===== src/sv/pal_pkg.sv =====
// shared constants, codes and types of the positional array list
package pal_pkg;

  localparam int unsigned CAPACITY = 64;
  localparam int unsigned IDX_W    = (CAPACITY > 1) ? $clog2(CAPACITY) : 1;
  localparam int unsigned CNT_W    = $clog2(CAPACITY + 1);

  localparam int unsigned KIND_W   = 3;
  localparam int unsigned POS_W    = 7;
  localparam int unsigned DATA_W   = 32;
  localparam int unsigned STATUS_W = 3;
  localparam int unsigned FPOS_W   = 7;
  localparam int unsigned COUNT_W  = 7;

  // wide enough for position and count arithmetic without wrap
  localparam int unsigned CMP_W    = ((CNT_W > POS_W) ? CNT_W : POS_W) + 1;

  typedef logic [DATA_W-1:0] data_t;
  typedef logic [IDX_W-1:0]  idx_t;
  typedef logic [CNT_W-1:0]  cnt_t;
  typedef logic [CMP_W-1:0]  cmp_t;

  typedef enum logic [KIND_W-1:0] {
    KIND_INSERT = 3'd0,
    KIND_DELETE = 3'd1,
    KIND_READ   = 3'd2,
    KIND_LOCATE = 3'd3,
    KIND_CLEAR  = 3'd4
  } kind_e;

  typedef enum logic [STATUS_W-1:0] {
    ST_OK       = 3'd0,
    ST_FULL     = 3'd1,
    ST_EMPTY    = 3'd2,
    ST_BADPOS   = 3'd3,
    ST_NOTFOUND = 3'd4
  } status_e;

  // control broadcast from the sequencer to every cell
  typedef struct packed {
    logic  eval;
    logic  ins;
    logic  del;
    idx_t  sel;
    cnt_t  count;
    data_t key;
  } cell_ctrl_t;

endpackage


===== src/sv/pal_cell.sv =====
// one list cell: holds an entry, shifts with its neighbors, compares locally
module pal_cell import pal_pkg::*; (
  input  logic       clk_i,
  input  idx_t       idx_i,
  input  cell_ctrl_t ctrl_i,
  input  data_t      below_i,
  input  data_t      above_i,
  output data_t      entry_o,
  output data_t      tap_o,
  output logic       match_o
);

  data_t entry_q, entry_d;
  data_t tap_q;
  logic  match_q;

  always_comb begin
    entry_d = entry_q;
    if (ctrl_i.ins) begin
      if (idx_i > ctrl_i.sel) begin
        entry_d = below_i;
      end else if (idx_i == ctrl_i.sel) begin
        entry_d = ctrl_i.key;
      end
    end else if (ctrl_i.del) begin
      if (idx_i >= ctrl_i.sel) begin
        entry_d = above_i;
      end
    end
  end

  always_ff @(posedge clk_i) begin
    entry_q <= entry_d;
    if (ctrl_i.eval) begin
      tap_q   <= (idx_i == ctrl_i.sel) ? entry_q : '0;
      match_q <= (entry_q == ctrl_i.key) && (cnt_t'(idx_i) < ctrl_i.count);
    end
  end

  assign entry_o = entry_q;
  assign tap_o   = tap_q;
  assign match_o = match_q;

endmodule


===== config.mk =====
export PLATFORM = sky130hd
export DESIGN_NAME = pal_cell
export DESIGN_NICKNAME = d
export VERILOG_FILES = /design/src/sv/pal_pkg.sv /design/src/sv/pal_cell.sv
export SDC_FILE = /design/constraint.sdc
export NUM_CORES = 1
export LEC_CHECK = 0
export ABC_AREA = 0
export BUFFER_PORTS_ARGS = -buffer_cell sky130_fd_sc_hd__buf_2
export CORE_UTILIZATION = 30
export CTS_BUF_LIST = sky130_fd_sc_hd__clkbuf_8
export CTS_CLUSTER_DIAMETER = 60
export DETAILED_ROUTE_END_ITERATION = 10
export PLACE_DENSITY = 0.63
export SLEW_MARGIN = 0
export SYNTH_ARGS = -nofsm -noshare
export SYNTH_HDL_FRONTEND = slang
export SYNTH_SLANG_ARGS = --single-unit

===== constraint.sdc =====
create_clock -name clk_i -period 3 [get_ports clk_i]
set_input_delay 0.45 -clock clk_i [delete_from_list [all_inputs] [get_ports clk_i]]
set_output_delay 0.45 -clock clk_i [all_outputs]
set_load 0.01 [all_outputs]

## Word level (Yosys, flattened, before mapping)

Cells that the tools add are included.

- Input bits: 119
- Register bits after elaboration: 65

- Reductions and logical operators: 4
- Mux-type cells: 5
- Equal/unequal tests: 3
- $lt $le $gt $ge: 3

Operators by type and width:

| operator | count |
|---|---|
| 32-bit two-way mux | 5 |
| 32-bit == test | 1 |
| 6-bit by 7-bit less-than comparator with 1-bit output | 1 |
| 6-bit == test | 1 |
| 6-bit greater-or-equal comparator | 1 |
| 6-bit greater-than comparator | 1 |
| 2-bit nonzero test | 2 |
| 3-bit by 1-bit inequality test with 1-bit output (second input constant) | 1 |
| 3-bit AND reduction | 1 |
| 1-bit logical AND | 1 |

## Depth between registers and ports, before layout

Gate-level depths: netlist (run 1).

- Word-level depth: 4
- Mapped depth: 8

## Worst setup path after synthesis (run 1)

Ideal clock, no wire load.

- Path type: input-to-reg
- Start point: input port ctrl_i[44] in the netlist's numbering
- End point: register entry_q[0] (netlist: entry_o[0]) (enable)
- Data required time: 2.609 ns
- Arrival: 2.271 ns
- Cell stages on the path: 6
- Setup slack: 0.338 ns
- Cells stage by stage: inv_1 ha_1 nand4_1 nor2_1 clkbuf_1 o22a_1

- Cells in the longest elaborated chain, start to end: 3
- Elaborated cells on any way between the ends: 6
- Those cells by class: 2 x order compare; 2 x eq/ne; 2 x reduce/logical

RTL lines:

| what | line | source |
|---|---|---|
| start, declared | pal_cell.sv:5 | `input cell_ctrl_t ctrl_i,` |
| 6-bit greater-than comparator, or another cell as far along | pal_cell.sv:20 | `if (idx_i > ctrl_i.sel) begin` |
| 3-bit by 1-bit inequality test with 1-bit output (no line) or 2-bit nonzero test (tied branches) | -- |  |
| 3-bit AND reduction (no line) * | -- |  |
| end signal, assigned | pal_cell.sv:33 | `entry_q <= entry_d;` |
| end, declared | pal_cell.sv:13 | `data_t entry_q, entry_d;` |

Every way passes the cells marked *; elsewhere a longest branch is shown, timed or not.
A chain may end at the register's enable or synchronous reset.

## Worst setup path after layout (run 1)

- Start point: input port idx_i[5]
- End point: register entry_q[16] (netlist: entry_o[16]) (data pin)

- Cells in the longest elaborated chain, start to end: 3

RTL lines:

| what | line | source |
|---|---|---|
| start, declared | pal_cell.sv:4 | `input idx_t idx_i,` |
| 6-bit greater-than comparator | pal_cell.sv:20 |  |
| 32-bit two-way mux | pal_cell.sv:20 |  |
| 32-bit two-way mux | pal_cell.sv:19 | `if (ctrl_i.ins) begin` |
| named net entry_d[16] | pal_cell.sv:13 |  |

The timed path passes the listed nets, and every way through them passes these cells.

==> impl_metrics.csv, run 1 <==
group,metric,value,unit
route,wl_per_cell,15.1,um
synth,yosys_warnings,0,
place,dpl.hpwl,7360,um
clocking,clock-root-buffer,"clkbuf_8",
sta,tightest_slew,831,ps
clocking,clock_latency,340,ps
sta,clock.fmax,0.504,GHz
global_routing,grt_pass1_wl,14400,um
die,die_y,111,um
synth,yosysTopAreaCell,"edfxtp_1",
route,drt_pre_antenna_iters,4,
route,final_antenna_net_count,0,
power_and_ir_drop,combPwrFrac,21.9,%
route,wl,9400,um
global_routing,overflow,0,
power_and_ir_drop,cellPowerDensity,509,nW/um^2
route,drc,0,
worst_setup_path,cp-end-kind,"register",
place,io_buffers,183,
sta,grt_setup_unrepaired,"false",
synth,ys_top_cells_by_area,"edfxtp_1, mux2i_1, xor2_1",
run,cap_violations,0,
power_and_ir_drop,seqPwrFrac,48.5,%
sta,relSlewSlack,44.6,%
sta,hold_slack,425,ps
clocking,cts.sinks,65,
clocking,cts_hold_buf,0,
sta,finalWorstPathRequiredPeriod,1980,ps
power_and_ir_drop,p_int,1.72,mW
die,io_pins,184,
power_and_ir_drop,p_sw_share,28.8,%
sta,fin_skew,10.0,ps
worst_setup_path,critical_path.max_fanout,19,
finish,n_antenna_cell,0,
synth,netlist_instances,289,
sta,fin_setup_tns,0,ps
die,fp-row-count,39,
worst_setup_path,cp.required,3090,ps
synth,synth_fp_nets,419,
synth,synth_ff_type,"edfxtp_1",
global_routing,grt_max_degree,39,
power_and_ir_drop,switching_power,0.697,mW
sta,finalCritPeriodShare,66.1,%
global_routing,antenna_found_initial,0,
global_routing,grt.total_usage,15.5,%
die,start_util,31.0,%
synth,seq_area_frac_synth,54.9,%
clocking,cts_tree,"done",
route,initialDrtViolationCount,73,
worst_setup_path,cp-start-kind,"input port",
synth,async_reset_ff_share,0,%
finish,final_layout_size_suffix_gt1_share,43.0,%
power_and_ir_drop,peakVddDrop,0.318,mV
route,vias,2850,
global_routing,first_global_vias,2796,
clocking,htreeDepth,3,
finish,final_nets,606,
synth,yosysTopAreaCellShare,54.9,%
power_and_ir_drop,pwr-share-clk,29.6,%
min_path,min_path_type,"input port to register",
outcome,status,"completed",
synth,yosys.cell_types.count,26,
clocking,cts_resized,0,
route,vias_per_cell,4.57,
synth,synthTopCellsByCount,"edfxtp_1, a21oi_1, nor2_1",
sta,setup-violations-final,0,
power_and_ir_drop,totalPowerFinal,2.42,mW
clocking,clk_pin_slew,80,ps
clocking,cts_made_buffers,9,
worst_setup_path,crit_type,"input port to register",
place,place.gp.congestion,0.850,
synth,synth_edf_count,65,
synth,avgSynthCellArea,12.3,um^2
clocking,post-cts-setup-buffers,0,
die,core_area,11500,um^2
sta,slew_violations,0,
finish,area_delta_synth_final,34.0,%
synth,synth-seq-cells,65,
synth,netlist_area,3550,um^2
sta,hold_viol,0,
worst_setup_path,cp.arrival,2070,ps
power_and_ir_drop,leakage,2.25,nW
die,die_w,111,um
clocking,clockBufferDepth,2,
synth,yosysMostFrequentCell,"edfxtp_1",
die,die_area,12300,um^2
layout by cell type, fill, tap and decap left out, types with 2 or more instances in the layout:
master	synthesis	routed
buf_2	1	183
clkbuf_8	0	9
xor2_1	32	32
inv_1	11	12
clkinv_2	0	2
mux2i_1	32	32
ha_1	11	11
and2_1	32	32
nor2_1	33	32
nand4_1	3	3
a21o_1	3	3
edfxtp_1	65	65
nor4_1	8	8
buf_4	0	5
nand3_1	2	2
clkinvlp_4	0	2
a21oi_1	35	35
per-stage QoR:
stage	cells	instance area [um^2]	utilization (%)	setup WS, ps
after floorplan	289	3550	-	338
after global placement	608	4570	39.9	716
after detailed placement	608	4570	39.9	648
after CTS	624	4760	41.5	1020
after global routing	624	4760	41.5	914
final	624	4760	41.5	1020
power groups by stage:
stage / Sequential, mW / Clock, mW / Combinational (mW)
final: 1.17 / 0.717 / 0.529
after global placement: 1.19 / 0 / 0.527
after floorplan: 1.23 / 0 / 0.251
after detailed placement: 1.20 / 0 / 0.536
after CTS: 1.18 / 0.745 / 0.538
after global routing: 1.19 / 0.778 / 0.580
worst paths after layout:
| check | endpoint | cells after the start | slack, ps | from |
|---|---|---|---|---|
| max reg2reg | match_o | 4 | 1440 | entry_o[20] |
| min | entry_o[7] | 3 | 430 | above_i[7] |
| min reg2reg | tap_o[23] | 1 | 600 | entry_o[23] |
| max | entry_o[16] | 8 | 1020 | idx_i[5] |
sequential cells by signal, summed over array words and instances (netlist names):
signal and cells:
match_o 1, tap_o 32, entry_o 32
routing by layer:
metal	track usage, %	vias to the layer above	wire (um)
met5	0	-	0
met4	5.51	0	139
met3	5.25	11	617
met2	26.6	108	4710
met1	17.9	1319	3930
li1	-	1412	-
cell families (layout without fill, tap and decap cells):
family / Yosys count / in the layout / share of synthesized area (%)
AO/OA/AOI/OAI: 42 / 42 / 7.12
XOR/XNOR: 32 / 32 / 7.89
adder cells (fa/ha/maj): 11 / 11 / 3.87
buffers and inverters: 24 / 216 / 4.97
flip-flops: 65 / 65 / 54.9
multiplexers: 32 / 32 / 9.02
AND/OR/NAND/NOR: 83 / 83 / 12.2
critical path, stage by stage:
cell and delay, ps:
buf_2 110, ha_1 310, nand4_1 140, o21bai_4 210, a31oi_4 140, buf_4 360
mux2i_1 240, a21oi_1 90
final cells by class:
cell class                 instances  area (um^2)
clock inverter                     7         62.6
timing repair buffer             189          973
sequential                        65         1950
clock buffer                       9          124
inverter                          11         41.3
multi-input combinational        200         1430
fill                            1145         6710
tap                              143          179
Note: power is estimated with default switching activity, not from simulation.
==> run 2, diff against run 1 <==
==> constraint.sdc (replaced) <==
create_clock -name clk_i -period 2 [get_ports clk_i]
set_input_delay 0.3 -clock clk_i [delete_from_list [all_inputs] [get_ports clk_i]]
set_output_delay 0.3 -clock clk_i [all_outputs]
set_load 0.01 [all_outputs]
==> run 2 against run 1 <==
  * Sequential share of layout area decreased by 0.78 points
  * First-iteration DRC count unchanged
  * Final cell count increased by 0.96%
  * Clock-buffer cell count unchanged
  * Sequential power increased by 50%
  * Register-to-register slack got worse by 1100 ps
  * Global-route usage increased by 0.64 points
  * Design area increased by 1.9%
  * Wire length increased by 3.1%
  * Power increased by 50%
==> impl_metrics.csv, run 2 (synthesis gave the netlist of run 1 again) <==
group,metric,value,unit
power_and_ir_drop,cellPowerDensity,747,nW/um^2
route,vias,2840,
route,final_antenna_net_count,0,
global_routing,first_global_vias,2917,
clocking,cts_resized,0,
place,preCtsSetupSlack,-127,ps
sta,fin_skew,4.21,ps
finish,fillers,1118,
clocking,clk_pin_slew,70,ps
clocking,post-cts-setup-buffers,0,
die,die_area,12300,um^2
global_routing,grt_max_degree,38,
finish,layout_commonest_cell,"buf_2",
die,die_w,111,um
die,fp-row-count,39,
finish,final_nets,612,
route,drt_pre_antenna_iters,4,
power_and_ir_drop,peakVddDrop,0.358,mV
worst_setup_path,cp-end-kind,"register",
worst_setup_path,regToRegStartpoint,"entry_o[20]",
route,wl_per_cell,15.4,um
route,drc,0,
clocking,cts_hold_buf,0,
sta,tightest_slew,551,ps
route,initialDrtViolationCount,73,
finish,fin_util,42.3,%
power_and_ir_drop,leakage,2.29,nW
finish,final_layout_size_suffix_gt1_share,42.9,%
place,io_buffers,183,
worst_setup_path,cp.arrival,1850,ps
power_and_ir_drop,totalPowerFinal,3.63,mW
run,cap_violations,0,
finish,area_delta_synth_final,36.6,%
global_routing,overflow,0,
worst_setup_path,critical_path.max_fanout,19,
die,die_y,111,um
sta,clock.fmax,0.562,GHz
worst_setup_path,cp-start-kind,"input port",
global_routing,grt.total_usage,16.1,%
min_path,min_path_type,"input port to register",
route,vias_per_cell,4.51,
worst_setup_path,crit_type,"input port to register",
clocking,htreeDepth,3,
clocking,cts.sinks,65,
clocking,clock_latency,330,ps
sta,relSlewSlack,63.0,%
route,wl,9690,um
min_path,worstHoldStart,"above_i[3]",
sta,grt_setup_unrepaired,"false",
die,start_util,31.0,%
outcome,status,"completed",
clocking,cts_made_buffers,9,
sta,hold_viol,0,
worst_setup_path,cp.required,2070,ps
sta,setup_ws,220,ps
global_routing,grt_pass1_wl,15200,um
sta,finalCritPeriodShare,89.0,%
sta,finalWorstPathRequiredPeriod,1780,ps
sta,setup-violations-final,0,
die,core_area,11500,um^2
clocking,clock-root-buffer,"clkbuf_8",
clocking,cts_tree,"done",
place,place.gp.congestion,0.916,
clocking,clockBufferDepth,2,
sta,slew_violations,0,
finish,mostFrequentLayoutCells,"buf_2, edfxtp_1, a21oi_1",
die,io_pins,184,
finish,n_antenna_cell,0,
place,dpl.hpwl,7690,um
global_routing,antenna_found_initial,0,
worst_setup_path,worstSetupStartpoint,"idx_i[5]",
[run 2: per-stage QoR]
| stage | TNS [ps] | hold WS, ps | cells | area [um^2] |
|---|---|---|---|---|
| after global placement | -1950 | 579 | 614 | 4680 |
| after global routing | 0 | 265 | 630 | 4850 |
| after detailed placement | -5000 | 593 | 614 | 4680 |
| after CTS | 0 | 260 | 630 | 4850 |
| after floorplan | 0 | 412 | 289 | 3560 |
| final | 0 | 276 | 630 | 4850 |
[run 2: path summary, 6_finish.rpt]
check,depth (start not counted),endpoint,slack (ps)
max,8,entry_o[14],220
min,3,entry_o[3],280
max reg2reg,4,match_o,330
min reg2reg,1,tap_o[12],600
[run 2: per-layer routing]
metal / GRT usage (%) / vias to the layer above / wire (um)
li1: - / 1422 / -
met1: 19.5 / 1291 / 4180
met2: 27.3 / 108 / 4740
met3: 4.32 / 19 / 551
met4: 6.13 / 0 / 219
met5: 0 / - / 0
[run 2: where the power goes]
part           internal, mW  switching [mW]
Combinational         0.394           0.443
Sequential             1.66          0.0982
Clock                 0.550           0.476
[run 2: area by class of cell]
class | instances | area [um^2] | share of cell area [%]
Clock buffer | 9 | 124 | 2.55
Clock inverter | 7 | 52.6 | 1.08
Inverter | 11 | 41.3 | 0.851
Multi-Input combinational cell | 200 | 1440 | 29.6
Sequential cell | 65 | 1950 | 40.2
Tap cell | 143 | 179 | 3.69
Timing Repair Buffer | 195 | 1070 | 22.0
[run 2: worst max-delay path, stage by stage]
cell,delay (ps)
buf_2,110
ha_1,310
nand4_1,140
o21bai_4,210
a31oi_4,220
buf_12,230
mux2i_1,220
a21oi_1,90
==> run 3, diff against run 2 <==
--- a/config.mk
+++ b/config.mk
@@ -7,11 +7,13 @@
 export LEC_CHECK = 0
 export ABC_AREA = 0
 export BUFFER_PORTS_ARGS = -buffer_cell sky130_fd_sc_hd__buf_2
+export CELL_PAD_IN_SITES_DETAIL_PLACEMENT = 1
+export CELL_PAD_IN_SITES_GLOBAL_PLACEMENT = 1
 export CORE_UTILIZATION = 30
 export CTS_BUF_LIST = sky130_fd_sc_hd__clkbuf_8
 export CTS_CLUSTER_DIAMETER = 60
 export DETAILED_ROUTE_END_ITERATION = 10
-export PLACE_DENSITY = 0.63
+export PLACE_DENSITY = 0.78
 export SLEW_MARGIN = 0
 export SYNTH_ARGS = -nofsm -noshare
 export SYNTH_HDL_FRONTEND = slang
==> run 3 against run 2 <==
  * Worst setup slack worse by 6.0 ps
  * Flip-flop and latch count stayed put
  * Die area stayed put
  * Design area is 0.64% higher
  * Non-clock buffer count is 2 lower
  * Global-route usage is 1.8 points higher
  * Via count is 4.4% higher
  * Core utilization is 0.27 points higher
  * Clock skew is 13 ps higher
  * Hold slack better by 5.8 ps
  * Largest power group unchanged
  * Clock-buffer cell count stayed put
==> impl_metrics.csv, run 3 (synthesis gave the netlist of run 1 again) <==
group,metric,value,unit
route,vias,2964,
worst_setup_path,crit_path_end,"entry_o[6]",
clocking,cts_resized,0,
worst_setup_path,critical_path.max_fanout,11,
route,final_antenna_net_count,0,
finish,area_delta_synth_final,37.5,%
global_routing,grt_max_degree,65,
clocking,clock_latency,340,ps
global_routing,grt.total_usage,17.9,%
clocking,post-cts-setup-buffers,0,
worst_setup_path,worst_path_dominant_cell_family,"compound AO/OA/AOI/OAI gates",
place,dp_cells,612,
route,drc,0,
finish,fin_area,4880,um^2
worst_setup_path,reg2reg_depth,4,
place,preCtsSetupSlack,-143,ps
die,die_area,12300,um^2
finish,fin_util,42.6,%
global_routing,antenna_found_initial,0,
route,drt_pre_antenna_iters,6,
finish,n_antenna_cell,0,
place,place.gp.congestion,0.912,
min_path,worstHoldStart,"above_i[9]",
worst_setup_path,slowest_delay,300,ps
sta,setup_ws,214,ps
place,dpl.hpwl,8590,um
clocking,cts_made_buffers,9,
power_and_ir_drop,totalPowerFinal,4.01,mW
power_and_ir_drop,p_sw_share,28.2,%
sta,finalCritPeriodShare,89.3,%
sta,fin_setup_tns,0,ps
worst_setup_path,crit_type,"input port to register",
place,placed_area,4640,um^2
route,wl_per_cell,17.2,um
outcome,status,"completed",
sta,grt_setup_unrepaired,"false",
finish,layout.cells.non_filler,628,
power_and_ir_drop,leakage,2.31,nW
worst_setup_path,critPathSlowestCell,"ha_1",
power_and_ir_drop,seqPwrFrac,44.0,%
power_and_ir_drop,p_int,2.88,mW
global_routing,first_global_vias,3248,
power_and_ir_drop,combPwrFrac,20.8,%
die,core_area,11500,um^2
worst_setup_path,worst-path-stages,8,
sta,hold_slack,282,ps
route,initialDrtViolationCount,80,
clocking,clockBufferDepth,2,
sta,setup-violations-final,0,
worst_setup_path,cp.required,2070,ps
clocking,clock-root-buffer,"clkbuf_8",
die,die_w,111,um
sta,clock.fmax,0.560,GHz
finish,layout_commonest_cell,"buf_2",
die,start_util,31.0,%
worst_setup_path,cp-start-kind,"input port",
clocking,htreeDepth,3,
min_path,min_path_type,"input port to register",
power_and_ir_drop,pwr-share-clk,35.2,%
sta,finalWorstPathRequiredPeriod,1790,ps
clocking,clk_pin_slew,90,ps
worst_setup_path,regToRegStartpoint,"entry_o[31]",
worst_setup_path,path_buf_inv,2,
sta,fin_skew,17.4,ps
route,wl,10800,um
worst_setup_path,ff2ff_setup_slack,320,ps
clocking,cts_tree,"done",
worst_setup_path,cp-end-kind,"register",
worst_setup_path,worstSetupStartpoint,"idx_i[4]",
die,die_y,111,um
place,io_buffers,183,
power_and_ir_drop,switching_power,1.13,mW
die,io_pins,184,
sta,relSlewSlack,61.2,%
run,cap_violations,0,
die,fp-row-count,39,
finish,final_layout_size_suffix_gt1_share,43.9,%
power_and_ir_drop,peakVddDrop,0.391,mV
global_routing,grt_pass1_wl,16900,um
clocking,cts_hold_buf,0,
finish,mostFrequentLayoutCells,"buf_2, edfxtp_1, a21oi_1",
clocking,cts.sinks,65,
sta,slew_violations,0,
route,vias_per_cell,4.72,
finish,final_nets,610,
global_routing,overflow,0,
sta,hold_viol,0,
power_and_ir_drop,cellPowerDensity,820,nW/um^2
worst_setup_path,crit_chain,"buf_2 -> ha_1 -> nand4_1 -> o21bai_4 -> a31oi_4 -> buf_4 -> mux2i_1 -> a21oi_1",
sta,tightest_slew,576,ps
worst_setup_path,r2r_end,"match_o",
worst_setup_path,cp.arrival,1860,ps
run 3: layout make-up:
type                            count  area, um^2
Multi-Input combinational cell    200        1440
Tap cell                          143         179
Fill cell                        1288        6580
Inverter                           11        41.3
Sequential cell                    65        1950
Clock inverter                      7         124
Clock buffer                        9         124
Timing Repair Buffer              193        1030
run 3: power groups by stage:
stage / logic [mW] / registers [mW] / clock network, mW
after floorplan: 0.380 / 1.84 / 0
after global placement: 0.814 / 1.79 / 0
after detailed placement: 0.845 / 1.79 / 0
after CTS: 0.849 / 1.76 / 1.45
after global routing: 0.911 / 1.78 / 1.51
final: 0.833 / 1.76 / 1.41
run 3: worst min-delay path by stage:
stage / slack [ps] / depth (start not counted) / endpoint
detailed placement: 590 / 1 / tap_o[31]
global route: 270 / 3 / entry_o[13]
global placement: 580 / 1 / tap_o[30]
finish: 280 / 3 / entry_o[9]
CTS: 260 / 3 / entry_o[31]
floorplan: 410 / 0 / match_o
run 3: layer usage:
layer	up-vias	global-route usage (%)	part of all wire (%)
met1	1413	20.5	41
li1	1420	-	-
met4	0	7.64	2.6
met5	-	0	0
met2	110	32.5	52
met3	21	3.34	4.3
run 3: worst reg2reg max path: cells and delay by family, from the launching register on:
| family | cells | cell delay (ps) |
|---|---|---|
| xor+xnor | 1 | 190 |
| flops | 1 | 420 |
| simple gates | 3 | 900 |
